### config.mk
export PLATFORM = sky130hd
export DESIGN_NAME = rc_receiver_frame_decoder_unit
export DESIGN_NICKNAME = d
export VERILOG_FILES = /design/src/rtl/core/rcfd_pkg.sv /design/src/rtl/core/rcfd_front.sv /design/src/rtl/core/rcfd_queue.sv /design/src/rtl/core/rcfd_back.sv /design/src/rtl/core/rc_receiver_frame_decoder_unit.sv
export SDC_FILE = /design/constraint.sdc
export NUM_CORES = 1
export LEC_CHECK = 0
export BUFFER_PORTS_ARGS = -buffer_cell sky130_fd_sc_hd__buf_4
export CAP_MARGIN = 20
export CORE_MARGIN = 3
export CORE_UTILIZATION = 45
export DETAILED_ROUTE_END_ITERATION = 10
export PLACE_DENSITY = 0.68
export REMOVE_ABC_BUFFERS = 1
export SYNTH_ARGS = -nofsm -noshare
export SYNTH_HDL_FRONTEND = slang
export SYNTH_HIERARCHICAL = 1
export SYNTH_SLANG_ARGS = --single-unit
### constraint.sdc
create_clock -name clk -period 8.7 [get_ports clk]
set_clock_uncertainty 0.15 [all_clocks]
set_input_delay 1.305 -clock clk [delete_from_list [all_inputs] [get_ports clk]]
set_output_delay 1.305 -clock clk [all_outputs]
set_load 0.02 [all_outputs]
### src/rtl/core/rcfd_pkg.sv
// Shared types and constants for the remote control frame decoder.
package rcfd_pkg;

    localparam int FRAME_BYTES     = 18;
    localparam int STICK_COUNT     = 4;
    localparam int SWITCH_COUNT    = 2;
    localparam int POS_W           = $clog2(FRAME_BYTES);
    localparam int RAW_W           = 11;
    localparam int SW_W            = 2;
    localparam int CENT_W          = 12;
    localparam int TIMEOUT_W       = 16;
    localparam int SILENCE_W       = 17;
    localparam int FLAG_COUNT      = 3;
    localparam int OUT_CNT_W       = 32;
    localparam int CFG_INDEX_W     = 3;
    localparam int CFG_DATA_W      = 16;
    localparam int MODE_W          = 2;
    localparam int BYTE_W          = 8;

    localparam int COUNTER_BITS_DEF = 32;
    localparam int QUEUE_DEPTH_DEF  = 2;

    localparam logic [SILENCE_W-1:0] SILENCE_MAX = '1;

    localparam int OUT_FIELD_W = (STICK_COUNT + 1) * CENT_W + SWITCH_COUNT * SW_W
                                 + FLAG_COUNT + 2 * OUT_CNT_W;
    localparam int OUT_DATA_W  = ((OUT_FIELD_W + 7) / 8) * 8;
    localparam int OUT_PAD_W   = OUT_DATA_W - OUT_FIELD_W;

    // reset values of the configuration registers
    localparam logic [RAW_W-1:0]     STICK_MIN_RST   = 11'd364;
    localparam logic [RAW_W-1:0]     STICK_MAX_RST   = 11'd1684;
    localparam logic [RAW_W-1:0]     STICK_CTR_RST   = 11'd1024;
    localparam logic [RAW_W-1:0]     DIAL_MIN_RST    = 11'd364;
    localparam logic [RAW_W-1:0]     DIAL_MAX_RST    = 11'd1684;
    localparam logic [RAW_W-1:0]     DIAL_CTR_RST    = 11'd1024;
    localparam logic [TIMEOUT_W-1:0] TIMEOUT_RST     = 16'd100;

    typedef enum logic [CFG_INDEX_W-1:0] {
        CFG_STICK_MIN  = 3'd0,
        CFG_STICK_MAX  = 3'd1,
        CFG_STICK_CTR  = 3'd2,
        CFG_DIAL_MIN   = 3'd3,
        CFG_DIAL_MAX   = 3'd4,
        CFG_DIAL_CTR   = 3'd5,
        CFG_TIMEOUT    = 3'd6
    } cfg_index_t;

    typedef enum logic [MODE_W-1:0] {
        MODE_BYTE = 2'd0,
        MODE_IDLE = 2'd1,
        MODE_TICK = 2'd2,
        MODE_NONE = 2'd3
    } mode_t;

    typedef enum logic {
        CMD_FRAME = 1'b0,
        CMD_TICK  = 1'b1
    } cmd_kind_t;

    typedef struct packed {
        logic [RAW_W-1:0]     stick_min;
        logic [RAW_W-1:0]     stick_max;
        logic [RAW_W-1:0]     stick_center;
        logic [RAW_W-1:0]     dial_min;
        logic [RAW_W-1:0]     dial_max;
        logic [RAW_W-1:0]     dial_center;
        logic [TIMEOUT_W-1:0] timeout;
    } cfg_t;

    typedef struct packed {
        cmd_kind_t                                kind;
        logic [STICK_COUNT-1:0][RAW_W-1:0]        stick;
        logic [SWITCH_COUNT-1:0][SW_W-1:0]        sw;
        logic [RAW_W-1:0]                         dial;
    } cmd_t;

endpackage

### src/rtl/core/rcfd_front.sv
// Front end: accepts words, assembles frames and issues frame and tick commands.
module rcfd_front
    import rcfd_pkg::*;
(
    input  logic              clk,
    input  logic              rst_n,
    input  logic              s_tvalid,
    output logic              s_tready,
    input  logic [BYTE_W-1:0] s_tdata,    // [7:0] rx_byte
    input  logic [MODE_W-1:0] s_tuser,    // [1:0] mode
    input  logic              q_full,
    output logic              q_push,
    output cmd_t              q_cmd
);

    localparam logic [POS_W-1:0] LAST_POS = POS_W'(FRAME_BYTES - 1);

    logic [BYTE_W-1:0] frame_store_reg [FRAME_BYTES];
    logic [POS_W-1:0]  byte_pos_reg;
    logic [POS_W-1:0]  byte_pos_next;
    logic              accept;
    logic              frame_done;
    mode_t             mode;

    assign s_tready   = !q_full;
    assign accept     = s_tvalid && s_tready;
    assign mode       = mode_t'(s_tuser);
    assign frame_done = (mode == MODE_BYTE) && (byte_pos_reg == LAST_POS);

    always_comb
    begin
        byte_pos_next = byte_pos_reg;
        q_push        = 1'b0;
        case (mode)
            MODE_BYTE:
            begin
                byte_pos_next = frame_done ? '0 : byte_pos_reg + POS_W'(1);
                q_push        = accept && frame_done;
            end
            MODE_IDLE: byte_pos_next = '0;
            MODE_TICK: q_push = accept;
            default:   byte_pos_next = byte_pos_reg;
        endcase
    end

    // unpack; the last byte comes straight from the bus
    always_comb
    begin
        q_cmd.kind     = (mode == MODE_TICK) ? CMD_TICK : CMD_FRAME;
        q_cmd.stick[0] = {frame_store_reg[1][2:0], frame_store_reg[0]};
        q_cmd.stick[1] = {frame_store_reg[2][5:0], frame_store_reg[1][7:3]};
        q_cmd.stick[2] = {frame_store_reg[4][0], frame_store_reg[3], frame_store_reg[2][7:6]};
        q_cmd.stick[3] = {frame_store_reg[5][3:0], frame_store_reg[4][7:1]};
        q_cmd.sw[0]    = frame_store_reg[5][7:6];
        q_cmd.sw[1]    = frame_store_reg[5][5:4];
        q_cmd.dial     = {s_tdata[2:0], frame_store_reg[16]};
    end

    always_ff @(posedge clk or negedge rst_n)
    begin
        if (!rst_n)
        begin
            byte_pos_reg <= '0;
        end
        else if (accept)
        begin
            byte_pos_reg <= byte_pos_next;
        end
    end

    always_ff @(posedge clk)
    begin
        if (accept && (mode == MODE_BYTE))
        begin
            frame_store_reg[byte_pos_reg] <= s_tdata;
        end
    end

endmodule

### src/rtl/core/rcfd_queue.sv
// Short command queue between front end and back end.
module rcfd_queue
    import rcfd_pkg::*;
#(
    parameter int DEPTH = QUEUE_DEPTH_DEF
)
(
    input  logic clk,
    input  logic rst_n,
    input  logic push,
    input  cmd_t push_cmd,
    output logic full,
    input  logic pop,
    output logic valid,
    output cmd_t head_cmd
);

    localparam int AW = (DEPTH > 1) ? $clog2(DEPTH) : 1;
    localparam int CW = $clog2(DEPTH + 1);
    localparam logic [AW-1:0] LAST = AW'(DEPTH - 1);

    cmd_t            entry_reg [DEPTH];
    logic [AW-1:0]   wr_ptr_reg;
    logic [AW-1:0]   rd_ptr_reg;
    logic [CW-1:0]   count_reg;
    logic            do_push;
    logic            do_pop;

    assign full     = (count_reg == CW'(DEPTH));
    assign valid    = (count_reg != '0);
    assign head_cmd = entry_reg[rd_ptr_reg];
    assign do_push  = push && !full;
    assign do_pop   = pop && valid;

    always_ff @(posedge clk or negedge rst_n)
    begin
        if (!rst_n)
        begin
            wr_ptr_reg <= '0;
            rd_ptr_reg <= '0;
            count_reg  <= '0;
        end
        else
        begin
            if (do_push)
            begin
                wr_ptr_reg <= (wr_ptr_reg == LAST) ? '0 : wr_ptr_reg + AW'(1);
            end
            if (do_pop)
            begin
                rd_ptr_reg <= (rd_ptr_reg == LAST) ? '0 : rd_ptr_reg + AW'(1);
            end
            if (do_push && !do_pop)
            begin
                count_reg <= count_reg + CW'(1);
            end
            else if (do_pop && !do_push)
            begin
                count_reg <= count_reg - CW'(1);
            end
        end
    end

    always_ff @(posedge clk)
    begin
        if (do_push)
        begin
            entry_reg[wr_ptr_reg] <= push_cmd;
        end
    end

endmodule

### src/rtl/core/rcfd_back.sv
// Back end: range checks, held values, link timer, counters and output register.
module rcfd_back
    import rcfd_pkg::*;
#(
    parameter int COUNTER_BITS = COUNTER_BITS_DEF
)
(
    input  logic                  clk,
    input  logic                  rst_n,
    input  cfg_t                  cfg,
    input  logic                  q_valid,
    input  cmd_t                  q_cmd,
    output logic                  q_pop,
    output logic                  m_tvalid,
    input  logic                  m_tready,
    output logic [OUT_DATA_W-1:0] m_tdata
);

    logic [RAW_W-1:0]        held_stick_reg  [STICK_COUNT];
    logic [RAW_W-1:0]        held_stick_next [STICK_COUNT];
    logic [SW_W-1:0]         held_sw_reg     [SWITCH_COUNT];
    logic [SW_W-1:0]         held_sw_next    [SWITCH_COUNT];
    logic [RAW_W-1:0]        held_dial_reg,  held_dial_next;
    logic                    dial_ok_reg,    dial_ok_next;
    logic                    frame_ok_reg,   frame_ok_next;
    logic                    online_reg,     online_next;
    logic [COUNTER_BITS-1:0] good_cnt_reg,   good_cnt_next;
    logic [COUNTER_BITS-1:0] bad_cnt_reg,    bad_cnt_next;
    logic [SILENCE_W-1:0]    silence_reg,    silence_next;
    logic [SILENCE_W-1:0]    silence_inc;
    logic                    frame_good;
    logic                    dial_in_range;
    logic                    m_tvalid_reg;
    logic [OUT_DATA_W-1:0]   m_tdata_reg;
    logic [OUT_DATA_W-1:0]   word_next;
    logic [CENT_W-1:0]       stick_cent [STICK_COUNT];
    logic [CENT_W-1:0]       dial_cent;

    assign q_pop    = q_valid && (!m_tvalid_reg || m_tready);
    assign m_tvalid = m_tvalid_reg;
    assign m_tdata  = m_tdata_reg;

    always_comb
    begin
        frame_good = 1'b1;
        for (int k = 0; k < STICK_COUNT; k++)
        begin
            if ((q_cmd.stick[k] < cfg.stick_min) || (q_cmd.stick[k] > cfg.stick_max))
            begin
                frame_good = 1'b0;
            end
        end
        for (int k = 0; k < SWITCH_COUNT; k++)
        begin
            if (q_cmd.sw[k] == '0)
            begin
                frame_good = 1'b0;
            end
        end
        dial_in_range = (q_cmd.dial >= cfg.dial_min) && (q_cmd.dial <= cfg.dial_max);
        silence_inc   = (silence_reg == SILENCE_MAX) ? silence_reg
                                                     : silence_reg + SILENCE_W'(1);
    end

    always_comb
    begin
        held_stick_next = held_stick_reg;
        held_sw_next    = held_sw_reg;
        held_dial_next  = held_dial_reg;
        dial_ok_next    = dial_ok_reg;
        frame_ok_next   = frame_ok_reg;
        online_next     = online_reg;
        good_cnt_next   = good_cnt_reg;
        bad_cnt_next    = bad_cnt_reg;
        silence_next    = silence_reg;
        case (q_cmd.kind)
            CMD_FRAME:
            begin
                if (frame_good)
                begin
                    for (int k = 0; k < STICK_COUNT; k++)
                    begin
                        held_stick_next[k] = q_cmd.stick[k];
                    end
                    for (int k = 0; k < SWITCH_COUNT; k++)
                    begin
                        held_sw_next[k] = q_cmd.sw[k];
                    end
                    held_dial_next = q_cmd.dial;
                    dial_ok_next   = dial_in_range;
                    frame_ok_next  = 1'b1;
                    online_next    = 1'b1;
                    silence_next   = '0;
                    good_cnt_next  = good_cnt_reg + COUNTER_BITS'(1);
                end
                else
                begin
                    frame_ok_next = 1'b0;
                    dial_ok_next  = 1'b0;
                    bad_cnt_next  = bad_cnt_reg + COUNTER_BITS'(1);
                end
            end
            CMD_TICK:
            begin
                silence_next = silence_inc;
                if (online_reg && (silence_inc > SILENCE_W'(cfg.timeout)))
                begin
                    online_next  = 1'b0;
                    dial_ok_next = 1'b0;
                end
            end
            default: silence_next = silence_reg;
        endcase
    end

    // result word from the updated state; wraps mod 4096
    always_comb
    begin
        for (int k = 0; k < STICK_COUNT; k++)
        begin
            stick_cent[k] = {1'b0, held_stick_next[k]} - {1'b0, cfg.stick_center};
        end
        dial_cent = {1'b0, held_dial_next} - {1'b0, cfg.dial_center};
        word_next = {
            {OUT_PAD_W{1'b0}},
            OUT_CNT_W'(bad_cnt_next),
            OUT_CNT_W'(good_cnt_next),
            online_next,
            frame_ok_next,
            dial_ok_next,
            held_sw_next[1],
            held_sw_next[0],
            dial_cent,
            stick_cent[3],
            stick_cent[2],
            stick_cent[1],
            stick_cent[0]
        };
    end

    always_ff @(posedge clk or negedge rst_n)
    begin
        if (!rst_n)
        begin
            for (int k = 0; k < STICK_COUNT; k++)
            begin
                held_stick_reg[k] <= '0;
            end
            for (int k = 0; k < SWITCH_COUNT; k++)
            begin
                held_sw_reg[k] <= '0;
            end
            held_dial_reg <= '0;
            dial_ok_reg   <= 1'b0;
            frame_ok_reg  <= 1'b0;
            online_reg    <= 1'b0;
            good_cnt_reg  <= '0;
            bad_cnt_reg   <= '0;
            silence_reg   <= '0;
            m_tvalid_reg  <= 1'b0;
        end
        else
        begin
            if (q_pop)
            begin
                held_stick_reg <= held_stick_next;
                held_sw_reg    <= held_sw_next;
                held_dial_reg  <= held_dial_next;
                dial_ok_reg    <= dial_ok_next;
                frame_ok_reg   <= frame_ok_next;
                online_reg     <= online_next;
                good_cnt_reg   <= good_cnt_next;
                bad_cnt_reg    <= bad_cnt_next;
                silence_reg    <= silence_next;
                m_tvalid_reg   <= 1'b1;
            end
            else if (m_tready)
            begin
                m_tvalid_reg <= 1'b0;
            end
        end
    end

    always_ff @(posedge clk)
    begin
        if (q_pop)
        begin
            m_tdata_reg <= word_next;
        end
    end

endmodule

### src/rtl/core/rc_receiver_frame_decoder_unit.sv
// Top level of the remote control frame decoder: config registers and front/queue/back.
// Takes one input word per cycle while the queue is not full; a frame-completing byte or a
// tick gives a result word after the queue entry and the back end's output register.
// Throughput is one word per cycle while m_tready is high; the queue absorbs output stalls.
// Reset (rst_n low, asynchronous) clears the byte position, held values, flags, counters
// and silence timer, and loads configuration defaults. No clearing pass is needed.
module rc_receiver_frame_decoder_unit
    import rcfd_pkg::*;
#(
    parameter int COUNTER_BITS = COUNTER_BITS_DEF,  // frame counter width, 8..32
    parameter int QUEUE_DEPTH  = QUEUE_DEPTH_DEF    // command queue entries
)
(
    input  logic                   clk,
    input  logic                   rst_n,
    // input stream
    input  logic                   s_tvalid,
    output logic                   s_tready,
    input  logic [BYTE_W-1:0]      s_tdata,   // [7:0] rx_byte
    input  logic [MODE_W-1:0]      s_tuser,   // [1:0] mode: byte, idle, tick
    // result stream
    output logic                   m_tvalid,
    input  logic                   m_tready,
    // [11:0] stick0_centered, [23:12] stick1_centered, [35:24] stick2_centered,
    // [47:36] stick3_centered, [59:48] dial_centered, [61:60] switch_left,
    // [63:62] switch_right, [64] dial_ok, [65] frame_ok, [66] link_online,
    // [98:67] good_frames, [130:99] bad_frames, [135:131] zero
    output logic [OUT_DATA_W-1:0]  m_tdata,
    // configuration write port
    input  logic                   cfg_wen,
    input  logic [CFG_INDEX_W-1:0] cfg_index,
    input  logic [CFG_DATA_W-1:0]  cfg_data
);

    cfg_t cfg_reg;
    logic q_push;
    logic q_full;
    logic q_pop;
    logic q_valid;
    cmd_t push_cmd;
    cmd_t head_cmd;

    // Config registers. The user must write them only while the datapath is idle (not enforced
    // by the block itself), so the back end reads them directly with no shadowing.
    always_ff @(posedge clk or negedge rst_n)
    begin
        if (!rst_n)
        begin
            cfg_reg.stick_min    <= STICK_MIN_RST;
            cfg_reg.stick_max    <= STICK_MAX_RST;
            cfg_reg.stick_center <= STICK_CTR_RST;
            cfg_reg.dial_min     <= DIAL_MIN_RST;
            cfg_reg.dial_max     <= DIAL_MAX_RST;
            cfg_reg.dial_center  <= DIAL_CTR_RST;
            cfg_reg.timeout      <= TIMEOUT_RST;
        end
        else if (cfg_wen)
        begin
            case (cfg_index_t'(cfg_index))
                CFG_STICK_MIN: cfg_reg.stick_min    <= cfg_data[RAW_W-1:0];
                CFG_STICK_MAX: cfg_reg.stick_max    <= cfg_data[RAW_W-1:0];
                CFG_STICK_CTR: cfg_reg.stick_center <= cfg_data[RAW_W-1:0];
                CFG_DIAL_MIN:  cfg_reg.dial_min     <= cfg_data[RAW_W-1:0];
                CFG_DIAL_MAX:  cfg_reg.dial_max     <= cfg_data[RAW_W-1:0];
                CFG_DIAL_CTR:  cfg_reg.dial_center  <= cfg_data[RAW_W-1:0];
                CFG_TIMEOUT:   cfg_reg.timeout      <= cfg_data[TIMEOUT_W-1:0];
                default:       cfg_reg              <= cfg_reg;  // unmapped index
            endcase
        end
    end

    // Front end: frame assembly and word classification. Ready only drops
    // when the queue is full, i.e. the result side has been stalled.
    rcfd_front u_front (
        .clk      (clk),
        .rst_n    (rst_n),
        .s_tvalid (s_tvalid),
        .s_tready (s_tready),
        .s_tdata  (s_tdata),
        .s_tuser  (s_tuser),
        .q_full   (q_full),
        .q_push   (q_push),
        .q_cmd    (push_cmd)
    );

    // Decouples the front from output back-pressure.
    rcfd_queue #(
        .DEPTH (QUEUE_DEPTH)
    ) u_queue (
        .clk      (clk),
        .rst_n    (rst_n),
        .push     (q_push),
        .push_cmd (push_cmd),
        .full     (q_full),
        .pop      (q_pop),
        .valid    (q_valid),
        .head_cmd (head_cmd)
    );

    // Back end: checks, held state, timer, counters and output register.
    rcfd_back #(
        .COUNTER_BITS (COUNTER_BITS)
    ) u_back (
        .clk      (clk),
        .rst_n    (rst_n),
        .cfg      (cfg_reg),
        .q_valid  (q_valid),
        .q_cmd    (head_cmd),
        .q_pop    (q_pop),
        .m_tvalid (m_tvalid),
        .m_tready (m_tready),
        .m_tdata  (m_tdata)
    );

endmodule
==> out/qor.yml, run 1 <==
sta:
  finalSetupViolCount: 0
  fin_crit_sh_pct: 80.2
  worstMarginPinSlew_ps: 1010
  fmax_ghz: 0.143
  finalHoldViolCount: 0
  layout_min_cycle_time_ps: 6980
  setup_tns_ps: 0
  maxSlewHeadroom_pct: 32.6
  rsz0062_at_grt: "false"
  slew_violations: 0
yosys:
  postSynthCellCount: 2027
  yosysTopAreaCellShare_pct: 33.5
  synth-edff-count: 307
  ys_ff_latch: 542
  synth_most_common_cell: "edfxtp_1"
  syn_area_per_cell_um2: 13.6
  async_flop_share_pct: 43.4
  yosysWarnings: 6
  yosysUniqueCellTypes: 86
  syn_area_um2: 27500
  ys_seq_area_share_pct: 55.0
  synth.area.top_cells: "edfxtp_1, dfrtp_1, ha_1"
  ys.flop_type: "edfxtp_1"
  synth_area_leader_cell: "edfxtp_1"
  synth_commonest_cells: "edfxtp_1, dfrtp_1, ha_1"
clocking:
  cts_buffers: 57
  post_cts_buffers: 0
  htreeDepth: 2
  clk_latency_ps: 610
  cts.path.max_buffers: 3
  clkTransAtPathRegs_ps: 60
  clkSinkCount: 542
  hold_buffers: 0
  ctsResizeCount: 0
  root_buffer: "clkbuf_16"
  cts_tree: "built"
drt:
  drt_iter0_drc: 833
  routed_wirelength_um: 62600
  viasPerCell: 5.44
  route.antenna.remaining_nets: 0
  drcViolationCount: 0
  dr.pass1.iters: 5
  route.detailed.wl_per_inst_um: 20.7
  vias: 16500
finish:
  final_core_util_pct: 51.7
  largest_register_ffs: 131
  drive_above_1_share_pct: 24.8
  final_nets: 2419
  area_growth_pct: 13.5
placement:
  routabilityCongestion: 0.928
  port_buffers: 166
  hpwlAfterDp_um: 44800
grt:
  grt_pass1_wl_um: 97300
  antenna_found_initial: 0
  grt_usage_pct: 19.5
  grt_pass1_vias: 16900
  grt_max_degree: 178
  overflow: 0
min_path:
  worstHoldPathType: "register to register"
status:
  outcome: "completed"
pwr:
  peakVddDrop_uv: 229
  power.leakage_uw: 0.0141
  power.density_nw_per_um2: 287
setup_path:
  critPathMaxFanout: 40
  slowest_stage: "dfrtp_4"
  critPathKind: "register to register"
  cp.arrival_ps: 7180
  slowest_delay_ps: 910
  crit_path_frequent_cell: "a21oi_1"
  startpoint_type: "register"
  worstPathRequired_ps: 8900
  crit_chain: "buf_4, mux2_4, ha_1, a21oi_1, o21ai_0, a211o_1, a221oi_1, nand4_1, nor2_4, buf_4, mux2_1, ha_1, a21oi_1, o21bai_1, a21oi_1, o21ai_0, a21o_1, a21oi_1, xnor2_1"
  cp-end-kind: "register"
die:
  dieArea_um2: 64200
  die_x_um: 253
  fp-row-count: 90
  fp.coreArea_um2: 60500
  die_h_um: 253
  initial_core_util_pct: 45.5
  pin_count: 172
job:
  max-cap-violations: 0
worst max-delay path, delay by kind of cell, from the launching register on:
| family | cells | cell delay [ps] |
|---|---|---|
| simple gates | 2 | 1020 |
| fa+ha+maj | 2 | 650 |
| buf+inv | 2 | 1020 |
| flops | 1 | 910 |
| mux | 2 | 740 |
| xor+xnor | 1 | 80 |
| compound gates | 10 | 2120 |
area by class of cell:
type / count / area, um2
Fill cell: 5021 / 29200
Sequential cell: 542 / 15100
Multi-Input combinational cell: 1293 / 11400
Clock buffer: 74 / 1580
Timing Repair Buffer: 183 / 1390
Tap cell: 782 / 978
Inverter: 118 / 448
Clock inverter: 32 / 269
Antenna cell: 1 / 2.50
layer usage:
metal	vias to the layer above	share of wire (%)	global-route usage, %
li1	7763	-	-
met1	8242	45	26.3
met2	355	48	32.8
met3	100	4.0	2.43
met4	0	3.0	6.61
met5	-	0	0
metrics by stage:
stage	total power, uW	setup WS [ps]	hold WS (ps)	cells	area [um2]
after CTS	9050	1710	293	3024	31200
after global routing	9460	1240	299	3024	31200
after global placement	6550	1770	273	2918	29400
after detailed placement	6630	1750	279	2918	29400
final	8960	1720	293	3025	31200
after floorplan	5560	-144	271	1953	27000
power by group:
part / total, uW / leakage [uW] / switching [uW] / internal, uW
Sequential: 3650 / 0.00590 / 319 / 3330
Clock: 2380 / 0.000921 / 983 / 1400
Combinational: 2930 / 0.00728 / 1700 / 1220
cells in the final DEF (no fill, tap or decap), drive strengths merged, types with 6 or more instances in the layout:
cell,instances
a211oi,9
a21o,50
a21oi,70
a32o,7
and2,8
and3,25
and4,6
buf,183
clkbuf,74
clkinv,27
dfrtp,210
dfstp,25
edfxtp,307
ha,185
inv,119
mux2,261
mux2i,7
nand2,80
nand2b,13
nand3,54
nand4,43
nor2,49
nor2b,8
nor3,73
nor4,22
o211ai,8
o21a,9
o21ai,34
o21bai,6
o2bb2ai,6
o31ai,7
xnor2,66
xor2,122
worst paths after layout:
check,startpoint,slack [ps],depth (start not counted),endpoint
worst max-delay path,u_queue/rd_ptr_reg,1720,19,u_back/m_tdata[34]
worst min-delay path,u_front/frame_store_reg[0][2],290,0,u_queue/entry_reg[1][17]
worst max register to register,u_queue/rd_ptr_reg,1720,19,u_back/m_tdata[34]
worst min register to register,u_front/frame_store_reg[0][2],290,0,u_queue/entry_reg[1][17]
max in group asynchronous,rst_n,6440,2,u_queue/rd_ptr_reg
min in group asynchronous,rst_n,470,1,u_back/bad_cnt_reg[31]
logic make-up after synthesis:
family,Yosys count,synth area share (%)
buffers and inverters,196,3.64
muxes,268,12.1
xor gates and xnor gates,188,5.98
other,1,0.0136
and+or+nand+nor,409,8.82
adders and majority gates,190,8.77
AOI/OAI and AO/OA,233,5.67
DFF,542,55.0
No activity file was read; power rests on OpenSTA's default activity.
==> run 2: changes to the inputs <==
==> constraint.sdc (replaced) <==
create_clock -name clk -period 7.25 [get_ports clk]
set_clock_uncertainty 0.15 [all_clocks]
set_input_delay 1.0875 -clock clk [delete_from_list [all_inputs] [get_ports clk]]
set_output_delay 1.0875 -clock clk [all_outputs]
set_load 0.02 [all_outputs]
==> run 2 against run 1 <==
Compared with the run above:
- die area stayed put
- critical path type unchanged
- core utilization is 0.074 points higher
- flip-flop and latch count stayed put
- sequential power is 19% higher
- register-to-register slack worse by 870 ps
- clock-buffer cell count is 3 higher
- critical path depth is 3 higher
==> out/qor.yml, run 2 (synthesized netlist as in run 1, its figures left out) <==
pwr:
  peakVddDrop_uv: 210
  switching_share_pct: 33.5
  p_clk_share_pct: 26.7
  seqPwrFrac_pct: 40.6
  p_sw_uw: 3600
  p_int_uw: 7150
  power.leakage_uw: 0.0141
  p_comb_share_pct: 32.8
  power.density_nw_per_um2: 344
finish:
  area_growth_pct: 13.6
  multiInputGateArea_um2: 11400
  mostFrequentLayoutCell: "edfxtp_1"
  seq_area_um2: 15100
  drive_above_1_share_pct: 25.2
  largest_register_ffs: 131
  final_nets: 2422
  antenna_cells: 0
  final_cell_area_um2: 31300
  nFillCells: 5042
  fin_cells: 3028
  final_cell_mix: "edfxtp_1, dfrtp_1, ha_1"
setup_path:
  crit_path_frequent_cell: "a21oi_1"
  worstPathRequired_ps: 7450
  slowest_stage: "a2111oi_0"
  critPathKind: "register to register"
  r2r_cells: 22
  cp_top_family: "compound AO/OA/AOI/OAI gates"
  startpoint_type: "register"
  r2r_start: "u_queue/rd_ptr_reg"
  slowest_delay_ps: 770
  timing.rr.end: "u_back/m_tdata[46]"
  critPathMaxFanout: 26
  crit_chain: "buf_4, mux2_4, ha_1, nand4_1, a21oi_1, a2111oi_0, a21bo_2, nand4_1, nor2_4, buf_12, mux2i_1, ha_1, inv_1, fa_1, a21o_1, a21oi_1, o21bai_1, a21oi_1, o21ai_0, a21o_1, a21oi_1, xnor2_1"
  critPathBufInv: 3
  reg2reg_slack_ps: 860
  cp-end-kind: "register"
  cp.arrival_ps: 6600
min_path:
  min_path_cells: 0
  worstHoldEndpoint: "u_queue/entry_reg[1][15]"
  worstHoldPathType: "register to register"
  hold_path_startpoint: "u_front/frame_store_reg[0][0]"
grt:
  grt_use_met1_pct: 26.4
  met3_usage_pct: 2.85
  grt_pass1_wl_um: 95800
  grt_pass1_vias: 16700
  grt_usage_pct: 19.2
  overflow: 0
  gr-max-usage-layer: "met2"
  grtUsageMet2_pct: 31.3
  antenna_found_initial: 3
  grt_max_degree: 140
clocking:
  cts_tree: "built"
  clkTransAtPathRegs_ps: 60
  cts_buffers: 56
  ctsResizeCount: 0
  root_buffer: "clkbuf_16"
  clk_latency_ps: 620
  post_cts_buffers: 0
  cts.path.max_buffers: 3
  htreeDepth: 2
  clkSinkCount: 542
  hold_buffers: 0
placement:
  routabilityCongestion: 0.899
  dpl_cell_area_um2: 29400
  hpwlAfterDp_um: 44100
  port_buffers: 166
  dp_cells: 2922
drt:
  viasPerCell: 5.44
  vias: 16500
  routed_wirelength_um: 62100
  drt_iter0_drc: 939
  route.antenna.remaining_nets: 0
  route.detailed.wl_per_inst_um: 20.5
  drcViolationCount: 0
  dr.pass1.iters: 5
die:
  dieArea_um2: 64200
  die_h_um: 253
  pin_count: 172
  initial_core_util_pct: 45.5
  die_x_um: 253
  fp.coreArea_um2: 60500
  fp-row-count: 90
sta:
  finalHoldViolCount: 0
  finalSetupViolCount: 0
  holdWs_ps: 292
  maxSlewHeadroom_pct: 37.6
  slew_violations: 0
  rsz0062_at_grt: "false"
  layout_min_cycle_time_ps: 6390
  setup_tns_ps: 0
  fmax_ghz: 0.156
  worstMarginPinSlew_ps: 935
  fin_crit_sh_pct: 88.2
status:
  outcome: "completed"
job:
  max-cap-violations: 0
run 2: cell count changes in the layout (fill, tap and decap cells not counted), sizes merged:
cell,previous run,this run
clkinv,27,18
buf,183,187
clkbuf,74,77
clkinvlp,0,3
inv,119,122
diode,1,0
run 2: through the flow:
stage | power (uW) | setup slack [ps] | util (%)
floorplan | 6670 | -1590 | -
global placement | 7860 | 996 | 48.7
detailed placement | 7950 | 927 | 48.7
CTS | 10900 | 920 | 51.7
global route | 11300 | 514 | 51.7
finish | 10700 | 856 | 51.7
run 2: worst max path at each step:
stage,from,end,slack (ps),depth (start not counted)
floorplan,u_queue/rd_ptr_reg,u_back/m_tdata[10],-1590,21
global placement,u_queue/rd_ptr_reg,u_back/m_tdata[46],1000,22
detailed placement,u_queue/rd_ptr_reg,u_back/m_tdata[46],930,20
CTS,u_queue/rd_ptr_reg,u_back/m_tdata[46],920,20
global route,u_queue/rd_ptr_reg,u_back/m_tdata[46],510,22
finish,u_queue/rd_ptr_reg,u_back/m_tdata[46],860,22
run 2: per-layer routing:
| metal | wire [um] | vias up |
|---|---|---|
| li1 | - | 7752 |
| met1 | 27900 | 8223 |
| met2 | 29300 | 391 |
| met3 | 2990 | 111 |
| met4 | 1930 | 2 |
| met5 | 13 | - |
run 2: final cells by class:
type / count / area share, %
sequential: 542 / 48.4
multi-input combinational: 1293 / 36.5
clock buffer: 77 / 5.06
timing repair buffer: 187 / 4.59
tap: 782 / 3.13
inverter: 118 / 1.43
clock inverter: 29 / 0.884
run 2: power groups by stage:
stage / Combinational, uW / Sequential [uW] / Clock [uW]
4_1_cts: 3540 / 4370 / 2940
3_5_place_dp: 3530 / 4430 / 0
5_1_grt: 3850 / 4430 / 3060
2_1_floorplan: 1950 / 4720 / 0
6_report: 3520 / 4360 / 2860
3_3_place_gp: 3450 / 4410 / 0
==> run 3: changes to the inputs <==
--- a/config.mk
+++ b/config.mk
@@ -10,7 +10,7 @@
 export CORE_MARGIN = 3
 export CORE_UTILIZATION = 45
 export DETAILED_ROUTE_END_ITERATION = 10
-export PLACE_DENSITY = 0.68
+export PLACE_DENSITY = 0.7
 export REMOVE_ABC_BUFFERS = 1
 export SYNTH_ARGS = -nofsm -noshare
 export SYNTH_HDL_FRONTEND = slang
==> constraint.sdc (replaced) <==
create_clock -name clk -period 5.4 [get_ports clk]
set_clock_uncertainty 0.15 [all_clocks]
set_input_delay 0.81 -clock clk [delete_from_list [all_inputs] [get_ports clk]]
set_output_delay 0.81 -clock clk [all_outputs]
set_load 0.02 [all_outputs]
==> run 3 against run 2 <==
Compared with the run above:
- power grew 40%
- setup slack lost 920 ps
- cell count grew 4.2%
- flip-flop and latch count stayed put
- design area up 4.7%
- fmax grew 17%
- global-route usage rose by 0.27 points
- register-to-register slack got worse by 920 ps
- clock-buffer cell count decreased by 16
- die area stayed put
- the run now ends with negative setup slack left
- core utilization rose by 2.4 points
- sequential share of layout area shrank 2.2 points
==> out/qor.yml, run 3 (synthesized netlist as in run 1, its figures left out) <==
drt:
  routed_wirelength_um: 64200
  drt_iter0_drc: 995
  viasPerCell: 5.42
  drcViolationCount: 0
  route.antenna.remaining_nets: 0
  vias: 17100
  route.detailed.wl_per_inst_um: 20.3
  dr.pass1.iters: 5
sta:
  maxSlewHeadroom_pct: 38.0
  worst_slack_ps: -63.2
  finalSetupViolCount: 5
  slew_violations: 0
  worstMarginPinSlew_ps: 927
  layout_min_cycle_time_ps: 5460
  rsz0062_at_grt: "true"
  fin_crit_sh_pct: 101
  fmax_ghz: 0.183
  finalHoldViolCount: 0
die:
  die_h_um: 253
  fp-row-count: 90
  pin_count: 172
  initial_core_util_pct: 45.5
  dieArea_um2: 64200
  die_x_um: 253
  fp.coreArea_um2: 60500
pwr:
  peakVddDrop_uv: 262
  power.leakage_uw: 0.0148
  power.density_nw_per_um2: 460
finish:
  drive_above_1_share_pct: 32.0
  fin_cells: 3155
  largest_register_ffs: 131
  area_growth_pct: 19.0
  final_nets: 2549
  mostFrequentLayoutCell: "edfxtp_1"
  antenna_cells: 0
  final_cell_mix: "edfxtp_1, buf_4, dfrtp_1"
  nFillCells: 4914
clocking:
  htreeDepth: 2
  cts.path.max_buffers: 3
  cts_buffers: 56
  clkSinkCount: 542
  hold_buffers: 0
  cts_tree: "built"
  root_buffer: "clkbuf_16"
  clkTransAtPathRegs_ps: 70
  clk_latency_ps: 610
status:
  violations: "negative setup slack"
  outcome: "finished with violations"
placement:
  port_buffers: 166
  hpwlAfterDp_um: 45500
  dp_cells: 3007
  post-place-ws_ps: -202
  routabilityCongestion: 0.888
setup_path:
  cp-end-kind: "register"
  critPathKind: "register to register"
  critPathMaxFanout: 9
  worstPathRequired_ps: 5620
  cp.arrival_ps: 5680
  startpoint_type: "register"
job:
  max-cap-violations: 0
grt:
  overflow: 0
  antenna_found_initial: 1
  grt_pass1_vias: 17000
  grt_pass1_wl_um: 96700
  grt_usage_pct: 19.5
  grt_max_degree: 97
min_path:
  worstHoldPathType: "primary input to asynchronous set/reset pin"
-- run 3: cell type report --
cell class / count / area [um2] / area share (%)
clock buffers: 61 / 1460 / 4.46
clock inverters: 45 / 448 / 1.37
inverters: 118 / 448 / 1.37
multi-input cells: 1294 / 11800 / 35.9
flip-flops and latches: 542 / 15100 / 46.2
well taps: 782 / 978 / 2.99
repair buffers: 313 / 2520 / 7.69
-- run 3: path summary, 6_finish.rpt --
kind	startpoint	endpoint	slack (ps)	depth (start not counted)
max	u_queue/rd_ptr_reg	u_back/m_tdata[10]	-60	25
min	rst_n	u_back/bad_cnt_reg[30]	80	1
max reg2reg	u_queue/rd_ptr_reg	u_back/m_tdata[10]	-60	25
min reg2reg	u_front/frame_store_reg[2][0]	u_queue/entry_reg[0][31]	290	0
max in group asynchronous	rst_n	u_back/held_dial_reg[10]	3740	2
min in group clk	cfg_data[15]	cfg_reg[15]	280	2
-- run 3: stage by stage --
stage	hold slack (ps)	TNS, ps	cell area (um2)	power, uW	utilization (%)
floorplan	271	-444120	27000	8960	-
global placement	273	-195	30100	10800	49.8
detailed placement	280	-883	30100	10900	49.8
CTS	78.9	-12.4	32100	15000	53.1
global route	124	-3480	32800	15900	54.2
finish	78.9	-112	32800	15100	54.2
-- run 3: critical path, cell delays in order (launching register included) --
cell	delay, ps
dfrtp_4	530
buf_12	160
buf_4	140
mux2_4	310
ha_1	310
nor2b_1	130
o21ai_1	120
nand2b_1	70
a211o_1	300
a221oi_1	360
nand4_1	230
nor2_4	180
buf_12	150
buf_6	100
mux2i_2	220
ha_2	200
inv_2	40
fa_2	350
a21o_1	210
a21oi_2	140
o21bai_1	110
a21oi_1	200
o21ai_1	110
a21o_1	180
a21oi_2	130
xnor2_1	80
-- run 3: what timing repair did --
item                                    4_1_cts  5_1_grt
gates cloned                                  0        1
pin swaps                                     9       52
endpoints found under the setup margin       13       71
setup buffers                                 7       33
resized for setup                            20       68
-- run 3: metal layers --
layer / share of wire, % / up-vias / GRT usage [%]
li1: - / 8017 / -
met3: 4.7 / 122 / 2.59
met4: 3.3 / 0 / 6.48
met5: 0 / - / 0
met1: 44 / 8551 / 26.3
met2: 48 / 422 / 32.7
-- run 3: power by group --
part / switching (uW) / internal (uW) / total (uW)
Combinational: 2970 / 2360 / 5330
Clock: 1680 / 2270 / 3950
Sequential: 440 / 5360 / 5800
Total: 5080 / 9990 / 15100
